### config.mk
export PLATFORM = sky130hd
export DESIGN_NAME = osc52_base64_clipboard_emitter
export DESIGN_NICKNAME = d
export VERILOG_FILES = /design/src/hdl/osc52_pkg.sv /design/src/hdl/osc52_front.sv /design/src/hdl/osc52_fifo.sv /design/src/hdl/osc52_back.sv /design/src/hdl/osc52_base64_clipboard_emitter.sv
export SDC_FILE = /design/constraint.sdc
export NUM_CORES = 1
export LEC_CHECK = 0
export BUFFER_PORTS_ARGS = -buffer_cell sky130_fd_sc_hd__buf_4
export CORE_MARGIN = 1
export CORE_UTILIZATION = 55
export DETAILED_ROUTE_END_ITERATION = 10
export HOLD_SLACK_MARGIN = 0.08
export PLACE_DENSITY = 0.72
export SLEW_MARGIN = 0
export SYNTH_ARGS = -nofsm -noshare
export SYNTH_HDL_FRONTEND = slang
export SYNTH_SLANG_ARGS = --single-unit
### constraint.sdc
create_clock -name clk -period 7.8 [get_ports clk]
set_clock_uncertainty 0.15 [all_clocks]
set_input_delay 0.78 -clock clk [delete_from_list [all_inputs] [get_ports clk]]
set_output_delay 0.78 -clock clk [all_outputs]
set_load 0.03 [all_outputs]
### src/hdl/osc52_pkg.sv
// Shared types, character constants and lookup functions for the OSC 52 emitter.
`timescale 1ns / 1ps

package osc52_pkg;

	localparam logic [7:0] CH_ESC   = 8'h1B;
	localparam logic [7:0] CH_PAD   = 8'h3D;
	localparam logic [7:0] CH_QUERY = 8'h3F;
	localparam logic [7:0] CH_BSL   = 8'h5C;

	localparam logic [2:0] PREFIX_LAST = 3'd6;

	typedef struct packed {
		logic       action;
		logic [7:0] data_byte;
		logic       end_of_message;
	} msg_item_t;

	typedef struct packed {
		logic [7:0] out_char;
		logic       run_last;
	} chr_item_t;

	typedef enum logic [2:0] {
		BODY_NONE,
		BODY_QUERY,
		BODY_FULL,
		BODY_TAIL1,
		BODY_TAIL2
	} body_kind_t;

	typedef enum logic [1:0] {
		PH_PREFIX,
		PH_BODY,
		PH_TERM
	} phase_t;

	// One queued job: what the back end has to emit for one input transaction
	typedef struct packed {
		logic        has_prefix;
		body_kind_t  body;
		logic [23:0] triple;
		logic        has_term;
	} job_t;

	// Map a six-bit value to its base64 character
	function automatic logic [7:0] b64_char(input logic [5:0] v);
		logic [7:0] w;
		w = {2'b00, v};
		if (v < 6'd26) begin
			return 8'h41 + w;
		end else if (v < 6'd52) begin
			return 8'h61 + (w - 8'd26);
		end else if (v < 6'd62) begin
			return 8'h30 + (w - 8'd52);
		end else if (v == 6'd62) begin
			return 8'h2B;
		end else begin
			return 8'h2F;
		end
	endfunction

	// Character at a position of the sequence ESC ] 5 2 ; c ;
	function automatic logic [7:0] prefix_char(input logic [2:0] pos);
		logic [7:0] c;
		unique case (pos)
			3'd0: c = CH_ESC;
			3'd1: c = 8'h5D;
			3'd2: c = 8'h35;
			3'd3: c = 8'h32;
			3'd4: c = 8'h3B;
			3'd5: c = 8'h63;
			3'd6: c = 8'h3B;
			default: c = CH_ESC;
		endcase
		return c;
	endfunction

endpackage

### src/hdl/osc52_front.sv
// Front end: accepts transactions, tracks message state and builds emit jobs.
`timescale 1ns / 1ps

module osc52_front (
	input  logic                clk,
	input  logic                arst_n,
	input  logic                msg_valid,
	output logic                msg_stall,
	input  osc52_pkg::msg_item_t msg,
	input  logic                q_full,
	output logic                push,
	output osc52_pkg::job_t     push_job
);
	import osc52_pkg::*;

	logic        open_q;
	logic [1:0]  held_cnt_q;
	logic [15:0] held_q;

	logic        open_n;
	logic [1:0]  held_cnt_n;
	logic [15:0] held_n;
	logic        accept;
	job_t        job;

	assign msg_stall = q_full;
	assign accept    = msg_valid && !q_full;

	// Classify the transaction and work out the next message state
	always_comb begin
		open_n     = open_q;
		held_cnt_n = held_cnt_q;
		held_n     = held_q;
		job        = '{has_prefix: 1'b0, body: BODY_NONE, triple: 24'h0, has_term: 1'b0};
		if (msg.action) begin
			// drop a request inside an open message
			if (!open_q) begin
				job.has_prefix = 1'b1;
				job.body       = BODY_QUERY;
				job.has_term   = 1'b1;
			end
		end else begin
			if (!open_q) begin
				job.has_prefix = 1'b1;
				open_n         = 1'b1;
				held_cnt_n     = 2'd0;
				held_n         = 16'h0;
			end
			if (held_cnt_n >= 2'd2) begin
				job.body   = BODY_FULL;
				job.triple = {held_n, msg.data_byte};
				held_cnt_n = 2'd0;
				held_n     = 16'h0;
			end else if (held_cnt_n == 2'd1) begin
				held_n     = {held_n[15:8], msg.data_byte};
				held_cnt_n = 2'd2;
			end else begin
				held_n     = {msg.data_byte, 8'h00};
				held_cnt_n = 2'd1;
			end
			if (msg.end_of_message) begin
				if (held_cnt_n == 2'd1) begin
					job.body   = BODY_TAIL1;
					job.triple = {held_n, 8'h00};
				end else if (held_cnt_n >= 2'd2) begin
					job.body   = BODY_TAIL2;
					job.triple = {held_n, 8'h00};
				end
				job.has_term = 1'b1;
				open_n       = 1'b0;
				held_cnt_n   = 2'd0;
				held_n       = 16'h0;
			end
		end
	end

	assign push     = accept && (job.has_prefix || job.has_term || job.body != BODY_NONE);
	assign push_job = job;

	// Advance message state on each accepted transaction
	always_ff @(posedge clk or negedge arst_n) begin
		if (!arst_n) begin
			open_q     <= 1'b0;
			held_cnt_q <= 2'd0;
			held_q     <= 16'h0;
		end else if (accept) begin
			open_q     <= open_n;
			held_cnt_q <= held_cnt_n;
			held_q     <= held_n;
		end
	end

endmodule

### src/hdl/osc52_fifo.sv
// Small job queue between the front and back ends.
`timescale 1ns / 1ps

module osc52_fifo #(
	parameter int DEPTH = 4
) (
	input  logic            clk,
	input  logic            arst_n,
	input  logic            push,
	input  osc52_pkg::job_t push_job,
	input  logic            pop,
	output logic            full,
	output logic            head_valid,
	output osc52_pkg::job_t head_job
);
	import osc52_pkg::*;

	localparam int PW = (DEPTH > 1) ? $clog2(DEPTH) : 1;
	localparam int CW = $clog2(DEPTH + 1);

	job_t          entry_q [DEPTH];
	logic [PW-1:0] wr_ptr_q;
	logic [PW-1:0] rd_ptr_q;
	logic [CW-1:0] count_q;

	assign full       = (count_q == CW'(DEPTH));
	assign head_valid = (count_q != '0);
	assign head_job   = entry_q[rd_ptr_q];

	// Store pushed jobs
	always_ff @(posedge clk) begin
		if (push) begin
			entry_q[wr_ptr_q] <= push_job;
		end
	end

	// Advance pointers and occupancy
	always_ff @(posedge clk or negedge arst_n) begin
		if (!arst_n) begin
			wr_ptr_q <= '0;
			rd_ptr_q <= '0;
			count_q  <= '0;
		end else begin
			if (push) begin
				wr_ptr_q <= (wr_ptr_q == PW'(DEPTH - 1)) ? '0 : wr_ptr_q + 1'b1;
			end
			if (pop) begin
				rd_ptr_q <= (rd_ptr_q == PW'(DEPTH - 1)) ? '0 : rd_ptr_q + 1'b1;
			end
			if (push && !pop) begin
				count_q <= count_q + 1'b1;
			end else if (pop && !push) begin
				count_q <= count_q - 1'b1;
			end
		end
	end

`ifndef SYNTH
	a_no_overflow: assert property (@(posedge clk) disable iff (!arst_n)
		full |-> !push)
		else $error("job queue overflow");
	a_no_underflow: assert property (@(posedge clk) disable iff (!arst_n)
		!head_valid |-> !pop)
		else $error("job queue underflow");
	a_count_range: assert property (@(posedge clk) disable iff (!arst_n)
		count_q <= CW'(DEPTH))
		else $error("job queue count out of range");
`endif

endmodule

### src/hdl/osc52_back.sv
// Back end: walks each queued job and emits one character per cycle while the output is not stalled.
`timescale 1ns / 1ps

module osc52_back (
	input  logic                  clk,
	input  logic                  arst_n,
	input  logic                  head_valid,
	input  osc52_pkg::job_t       head_job,
	output logic                  pop,
	output logic                  chr_valid,
	input  logic                  chr_stall,
	output osc52_pkg::chr_item_t  chr
);
	import osc52_pkg::*;

	phase_t     phase_q;
	logic [2:0] cnt_q;
	logic       started_q;
	logic       chr_valid_q;
	chr_item_t  chr_q;

	phase_t     phase_cur;
	logic [2:0] cnt_cur;
	phase_t     phase_n;
	logic [2:0] cnt_n;
	logic       started_n;
	logic       emit;
	logic       done;
	logic       body_end;
	logic [5:0] sextet;
	logic [7:0] char_cur;

	assign emit = head_valid && (!chr_valid_q || !chr_stall);

	// Pick the position, the character and the next position
	always_comb begin
		if (started_q) begin
			phase_cur = phase_q;
			cnt_cur   = cnt_q;
		end else begin
			cnt_cur = 3'd0;
			if (head_job.has_prefix) begin
				phase_cur = PH_PREFIX;
			end else if (head_job.body != BODY_NONE) begin
				phase_cur = PH_BODY;
			end else begin
				phase_cur = PH_TERM;
			end
		end

		unique case (cnt_cur[1:0])
			2'd0: sextet = head_job.triple[23:18];
			2'd1: sextet = head_job.triple[17:12];
			2'd2: sextet = head_job.triple[11:6];
			default: sextet = head_job.triple[5:0];
		endcase

		body_end = (head_job.body == BODY_QUERY) ? 1'b1 : (cnt_cur == 3'd3);

		phase_n  = phase_cur;
		cnt_n    = cnt_cur + 3'd1;
		done     = 1'b0;
		char_cur = CH_PAD;
		unique case (phase_cur)
			PH_PREFIX: begin
				char_cur = prefix_char(cnt_cur);
				if (cnt_cur == PREFIX_LAST) begin
					cnt_n = 3'd0;
					if (head_job.body != BODY_NONE) begin
						phase_n = PH_BODY;
					end else if (head_job.has_term) begin
						phase_n = PH_TERM;
					end else begin
						done = 1'b1;
					end
				end
			end
			PH_BODY: begin
				unique case (head_job.body)
					BODY_QUERY: char_cur = CH_QUERY;
					BODY_FULL:  char_cur = b64_char(sextet);
					BODY_TAIL1: char_cur = (cnt_cur < 3'd2) ? b64_char(sextet) : CH_PAD;
					BODY_TAIL2: char_cur = (cnt_cur < 3'd3) ? b64_char(sextet) : CH_PAD;
					default:    char_cur = CH_PAD;
				endcase
				if (body_end) begin
					cnt_n = 3'd0;
					if (head_job.has_term) begin
						phase_n = PH_TERM;
					end else begin
						done = 1'b1;
					end
				end
			end
			PH_TERM: begin
				char_cur = (cnt_cur == 3'd0) ? CH_ESC : CH_BSL;
				if (cnt_cur != 3'd0) begin
					done = 1'b1;
				end
			end
			default: begin
				char_cur = CH_PAD;
				done     = 1'b1;
			end
		endcase

		started_n = !done;
	end

	assign pop = emit && done;

	// Hold the walk position within the head job
	always_ff @(posedge clk or negedge arst_n) begin
		if (!arst_n) begin
			phase_q   <= PH_PREFIX;
			cnt_q     <= 3'd0;
			started_q <= 1'b0;
		end else if (emit) begin
			phase_q   <= phase_n;
			cnt_q     <= cnt_n;
			started_q <= started_n;
		end
	end

	// Output register: load whenever empty or being taken
	always_ff @(posedge clk or negedge arst_n) begin
		if (!arst_n) begin
			chr_valid_q <= 1'b0;
		end else if (!chr_valid_q || !chr_stall) begin
			chr_valid_q <= head_valid;
		end
	end

	always_ff @(posedge clk) begin
		if (emit) begin
			chr_q.out_char <= char_cur;
			chr_q.run_last <= done;
		end
	end

	assign chr_valid = chr_valid_q;
	assign chr       = chr_q;

`ifndef SYNTH
	a_started_has_job: assert property (@(posedge clk) disable iff (!arst_n)
		started_q |-> head_valid)
		else $error("walk in progress without a queued job");
	a_term_second: assert property (@(posedge clk) disable iff (!arst_n)
		(started_q && phase_q == PH_TERM) |-> (cnt_q <= 3'd1))
		else $error("terminator resumed at wrong position");
	a_last_pops: assert property (@(posedge clk) disable iff (!arst_n)
		(emit && done) |=> (chr_valid_q && chr_q.run_last && !started_q))
		else $error("final character not flagged");
`endif

endmodule

### src/hdl/osc52_base64_clipboard_emitter.sv
// Top level of the OSC 52 clipboard sequence emitter with streaming base64.
// A transaction's first character passes through the job queue and the output register.
// One character per cycle from the back end's sequencer while a job is queued and chr_stall
//   is low; a message is about 4/3 chars per byte plus 9 for prefix and terminator, a query 10.
// Input is accepted every cycle while the job queue (QUEUE_DEPTH entries) has room.
// Reset (arst_n low) clears message state, the queue and the output register at once.
`timescale 1ns / 1ps

module osc52_base64_clipboard_emitter #(
	parameter int QUEUE_DEPTH = 4
) (
	input  logic                 clk,
	input  logic                 arst_n,
	input  logic                 msg_valid,
	output logic                 msg_stall,
	input  osc52_pkg::msg_item_t msg,
	output logic                 chr_valid,
	input  logic                 chr_stall,
	output osc52_pkg::chr_item_t chr
);
	import osc52_pkg::*;

	logic q_full;
	logic push;
	job_t push_job;
	logic pop;
	logic head_valid;
	job_t head_job;

	osc52_front u_front (
		.clk      (clk),
		.arst_n   (arst_n),
		.msg_valid(msg_valid),
		.msg_stall(msg_stall),
		.msg      (msg),
		.q_full   (q_full),
		.push     (push),
		.push_job (push_job)
	);

	osc52_fifo #(
		.DEPTH(QUEUE_DEPTH)
	) u_fifo (
		.clk       (clk),
		.arst_n    (arst_n),
		.push      (push),
		.push_job  (push_job),
		.pop       (pop),
		.full      (q_full),
		.head_valid(head_valid),
		.head_job  (head_job)
	);

	osc52_back u_back (
		.clk       (clk),
		.arst_n    (arst_n),
		.head_valid(head_valid),
		.head_job  (head_job),
		.pop       (pop),
		.chr_valid (chr_valid),
		.chr_stall (chr_stall),
		.chr       (chr)
	);

endmodule

* Word-level counts from Yosys, hierarchy flattened *
Memories as Yosys holds them, arrays and structs flattened.
Cells that the tools add are included.

cells by class
  $add $sub $neg = 10
  magnitude comparators = 7
  reduce and logical (&&, ||, !) cells = 25
  multiplexer cells = 56
  bitwise logic cells = 1
  equality and inequality tests = 20

operators by type and width
  operator             number
  $mux 16              4
  $mux 27              2
  $mux 8               5
  $pmux 7 s5           1
  $pmux 8 s4           1
  $mux 2               15
  $mux 28              1
  $mux 26              1
  $mux 24              1
  $pmux 8 s3           1
  $mux 3               6
  $pmux 6 s3           1
  $eq 3x3->1 const B   5
  $eq 3x2->1 const B   4
  $lt 6x6->1 const B   2
  $reduce_bool 3->1    4
  $mux 1               11
  $add 6x8->8 const A  1
  $add 7x6->8 const A  1
  $add 7x8->8 const A  1
  $eq 2x1->1 const B   4
  $eq 2x2->1 const B   4
  $mux 4               2
  $mux 7               1
  other kinds (22)     40

storage, ports and cells
  bits of input ports = 14
  register bits after elaboration = 42
  output and inout bits = 11
  RAM bits = 116
  logic and storage cells = 132
  memories = 1

memory list
  name            depth  width  read ports  clocked after Yosys merged registers in  wr ports  line              text
  u_fifo.entry_q  4      29     1           0                                        1         osc52_fifo.sv:21  job_t entry_q [DEPTH];

* Logic depth before layout (Yosys ltp) *
  depth in word-level cells = 18
  depth in mapped cells = 16
  gate-level depth less buffers = 14

* Cells and area by module *
A second synthesis with hierarchy kept.

second synthesis, totals
  cells, all modules = 509
  area, all modules = 7544.7 um^2

modules (own cells, without submodules)
  module       instances  area each (um^2)  seq. area each (um^2)  cells an instance
  osc52_fifo   1          4601.9            3658.5                 188
  osc52_back   1          1881.8            445.4                  222
  osc52_front  1          1061.0            475.5                  99

* Worst setup path before layout *
OpenSTA, ideal clock, no wires.

  path kind = register to register
  start point = register u_back.started_q
  end point = register u_back.chr_q (netlist bit u_back.chr[7]), data pin
  slack = 3903 ps
  path buffers = 2
  cell stages (with the launch flop) = 15
  arrival time = 3491 ps
  required time = 7394 ps
  period minus slack after synthesis = 3897 ps
  path through = dfrtp_1 > clkbuf_1 > and2_1 > ha_1 > buf_1 > nor2b_1 > a221oi_1 > a31oi_1 > inv_1 > ha_1 > nor3_1 > a31o_2 > nor3_1 > a311o_1 > a41o_1

on the way
  word-level cells in the longest chain between the ends = 11
  elaborated cells on any way between the ends = 36
  classes of those cells = add/sub: 5; order compare: 5; eq/ne: 10; mux: 12; reduce/logical: 4

ends and longest elaborated chain
  element                                   line                                text
  from (decl)                               osc52_back.sv:18                    logic started_q;
  from (signal assigned)                    osc52_back.sv:121                   started_q <= started_n;
  $mux 3                                    osc52_back.sv:37                    if (started_q) begin
  $eq 2x2->1, or another cell as far along  osc52_back.sv:51                    unique case (cnt_cur[1:0])
  $pmux 6 s3                                osc52_back.sv:51
  $sub 6x6->7                               osc52_pkg.sv:55                     return 8'h30 + (w - 8'd52);
  $add 6x8->8                               osc52_pkg.sv:55
  $mux 8                                    osc52_pkg.sv:54                     end else if (v < 6'd62) begin
  $mux 8                                    osc52_pkg.sv:52                     end else if (v < 6'd52) begin
  $mux 8                                    osc52_pkg.sv:50                     if (v < 6'd26) begin
  $mux 8, on equally long branches          osc52_back.sv:83, osc52_back.sv:82
  $pmux 8 s4                                osc52_back.sv:79                    unique case (head_job.body)
  $pmux 8 s3 (*)                            osc52_back.sv:64                    unique case (phase_cur)
  named net u_back.char_cur[6]              osc52_back.sv:31                    logic [7:0] char_cur;
  to (decl)                                 osc52_back.sv:20                    chr_item_t chr_q;

Mark *: on every way through the listed nets, which the timed path passes. The rest lies on a longest branch.
A chain may end at the register's enable or synchronous reset.

* Final worst setup path *
Ends and elaborated chain as after synthesis.

==> results.cfg <==
[yosys]
ys_types = 70
ys.flop_type = edfxtp_1
syn-cell-area_um2 = 7580
async_reset_ff_frac = 0.209
ys_ff_latch = 158
synth_edf_count = 125
yosysSeqAreaShare = 0.604
syn_nets = 592
synth_warnings = 0
postSynthAreaPerCell_um2 = 13.6
syn_inst = 558

[critical_path]
start_kind = flop
crit_arrival_ns = 4.35
rr_endpoint = u_back.chr[7]
path_max_fanout = 13
cp_slowest_cell = dfrtp_1
cp_cell_sequence = and2_1, ha_1, nor2b_1, a221oi_1, a31oi_1, inv_1, ha_1, nor3_1, a31o_2, nor3_1, a311o_1, a41o_1
reg2reg_depth = 12
max_stage_delay_ns = 0.55
rrSetupSlack_ns = 3.47
reg2reg_from = u_back.started_q
required_ns = 7.82
end_kind = flop
crit_type = flop to flop

[sta]
finalCritPeriodShare = 0.555
rsz0062_at_grt = false
fmaxAchievable_mhz = 231
slew_headroom = 0.282
timing.final.hold_violations = 0
setup_slack_ns = 3.47
fin_tns_setup_ns = 0
final.min_clock_period_ns = 4.33
hold_ws_ns = 0.158
slew_violations = 0
worst_pin_slew_ns = 1.07
setup_viol = 0

[die]
pin_count = 25
core_area_um2 = 13300
die_area_um2 = 14200
die_h_um = 119
dieWidth_um = 119
initial_utilization = 0.568
rows = 42

[global_route]
grt_pass1_vias = 4603
grt_pass1_wl_um = 24400
grt-ovfl-total = 0
antenna_found_initial = 0
grtUsageTotal = 0.231
grt_max_degree = 40

[placed_design]
io_buffer_count = 24
post_dp_cell_area_um2 = 7880
dpl_worst_slack_ns = 3.54
gp_congestion = 0.889
dp_hpwl_um = 10600

[flow_run]
max_cap_violations = 0

[cts]
clkTransAtPathRegs_ns = 0.06
htreeDepth = 4
clock_path_buffers = 2
clock_latency_ns = 0.42
postCtsSetupRepairBufs = 0
cts_resized = 0
cts_buffers = 17
cts_sinks = 158
hold_buffers = 0
cts_tree = done
ctsRootBufferMaster = clkbuf_16

[finish]
antenna_cells = 0
final_nets = 618
syn2layout_area_growth_pct = 11.1
design_area_um2 = 8420
drive_above_1_share = 0.189

[power]
power.leakage_uw = 0.00310
peakVddDrop_mv = 0.219
p_per_area_nw_per_um2 = 435
power.total_uw = 3660

[routing]
first_pass_iters = 4
num_vias = 4720
routedWlPerCell_um = 19.8
drt_iter0_markers = 378
wl_um = 15300
post-route-drc-count = 0
ant_nets = 0
vias_per_cell = 6.11

[hold_path]
hp-class = input port to asynchronous set/reset pin

[run_status]
status = finished, final reports clean
Yosys cell counts (all sizes together), types with 2 or more instances:
master  instances  area share
nand2b          9      0.0074
nand2          42       0.021
and2           16       0.014
ha             19       0.031
nor3           11      0.0088
o41a            2      0.0030
o21bai          2      0.0020
o21a            4      0.0040
nor2           49       0.025
a211o           2      0.0025
a21oi          19       0.013
a21o            4      0.0041
xor2            2      0.0023
a31oi           4      0.0041
a22o           21       0.024
a22oi          16       0.016
mux4           21       0.062
o22ai           8      0.0066
o21ai          25       0.018
or2             4      0.0033
o31ai           2      0.0020
mux2i          12       0.016
dfrtp          33        0.11
clkbuf         11      0.0055
edfxtp        125        0.50
a311oi          2      0.0055
buf             9       0.011
mux2           10       0.015
nor2b           3      0.0025
o22a            2      0.0023
a221oi          4      0.0046
a41oi           2      0.0023
o211a           2      0.0026
inv            23       0.011
xnor2           8      0.0092
or3             2      0.0017
a31o            3      0.0035
o211ai          3      0.0048
nand3           7      0.0046
worst max path at each step:
stage | from | to | slack [ns] | cells after the start
after floorplan | u_back.started_q | u_back.chr[7] | 3.90 | 14
after global placement | u_back.started_q | u_back.chr[7] | 3.77 | 12
after detailed placement | u_back.started_q | u_back.chr[7] | 3.54 | 12
after CTS | u_back.started_q | u_back.chr[7] | 3.54 | 12
after global routing | u_back.started_q | u_back.chr[7] | 3.07 | 12
final | u_back.started_q | u_back.chr[7] | 3.47 | 12
flip-flops by register name, indices dropped and copies added (netlist names):
register	flops
u_back.chr	9
u_front.held_q	16
u_back.started_q	1
u_front.held_cnt_q	2
u_fifo.entry_q	116
u_fifo.wr_ptr_q	2
u_fifo.rd_ptr_q	2
u_front.open_q	1
u_back.phase_q	2
u_back.chr_valid	1
u_fifo.count_q	3
u_back.cnt_q	3
worst max-delay path, delay by kind of cell, from the launching register on:
| kind | cells | cell delay [ns] |
|---|---|---|
| AO/OA/AOI/OAI | 5 | 1.45 |
| adder cells (fa/ha/maj) | 2 | 0.69 |
| buffers and inverters | 1 | 0.17 |
| AND/OR/NAND/NOR | 4 | 1.09 |
| flip-flops | 1 | 0.55 |
routing by layer:
layer	routed length, um	GRT usage	vias to the layer above
met5	0	0	-
met4	267	0.0766	0
met3	687	0.0512	24
met2	7570	0.372	157
met1	6820	0.313	2333
li1	-	-	2206
power breakdown:
| part | switching, uW | leakage (uW) | total (uW) | internal [uW] |
|---|---|---|---|---|
| Clock | 335 | 0.000253 | 744 | 409 |
| Combinational | 1030 | 0.00125 | 1700 | 669 |
| Sequential | 89.9 | 0.00160 | 1210 | 1120 |
stage by stage:
stage,std cells,util
floorplan,558,-
CTS,773,0.631
finish,773,0.631
detailed placement,741,0.590
global placement,741,0.590
global route,773,0.631
cell families (layout without fill, tap and decap cells):
logic type | Yosys count | count (layout) | share of synthesized area
mux | 43 | 43 | 0.0931
buf+inv | 43 | 82 | 0.0276
flops | 158 | 158 | 0.604
fa+ha+maj | 21 | 21 | 0.0353
xor+xnor | 10 | 10 | 0.0116
compound gates | 136 | 136 | 0.137
simple gates | 147 | 147 | 0.0913
area by class of cell:
class,count,area [um2]
fillers,1031,4930
flip-flops and latches,158,4580
multi-input cells,357,2790
clock buffers,17,425
well taps,176,220
repair buffers,27,203
clock inverters,15,111
inverters,23,86.3
cell usage in the layout, fill, tap and decap left out, types with 3 or more instances in the layout:
cell,Yosys,layout
xnor2_1,8,8
a221oi_1,4,4
o22ai_1,8,8
a22oi_1,16,16
a31o_2,3,3
a22o_1,21,21
mux4_2,21,21
clkinvlp_4,0,4
a31oi_1,3,3
nor3_1,10,10
clkbuf_16,0,17
a21o_1,3,3
ha_1,19,19
o21ai_0,21,21
and2_1,14,11
nand3_1,7,7
mux2_2,9,9
edfxtp_1,125,125
o21ai_2,3,3
inv_6,0,4
nor2_1,48,48
inv_1,21,21
and2_2,0,3
or2_2,3,3
mux2i_1,12,12
o21a_1,4,4
buf_4,0,27
nor2b_1,3,3
dfrtp_1,33,33
nand2_1,42,42
nand2b_1,9,9
a21oi_1,19,19
No activity file was read; power rests on OpenSTA's default activity.
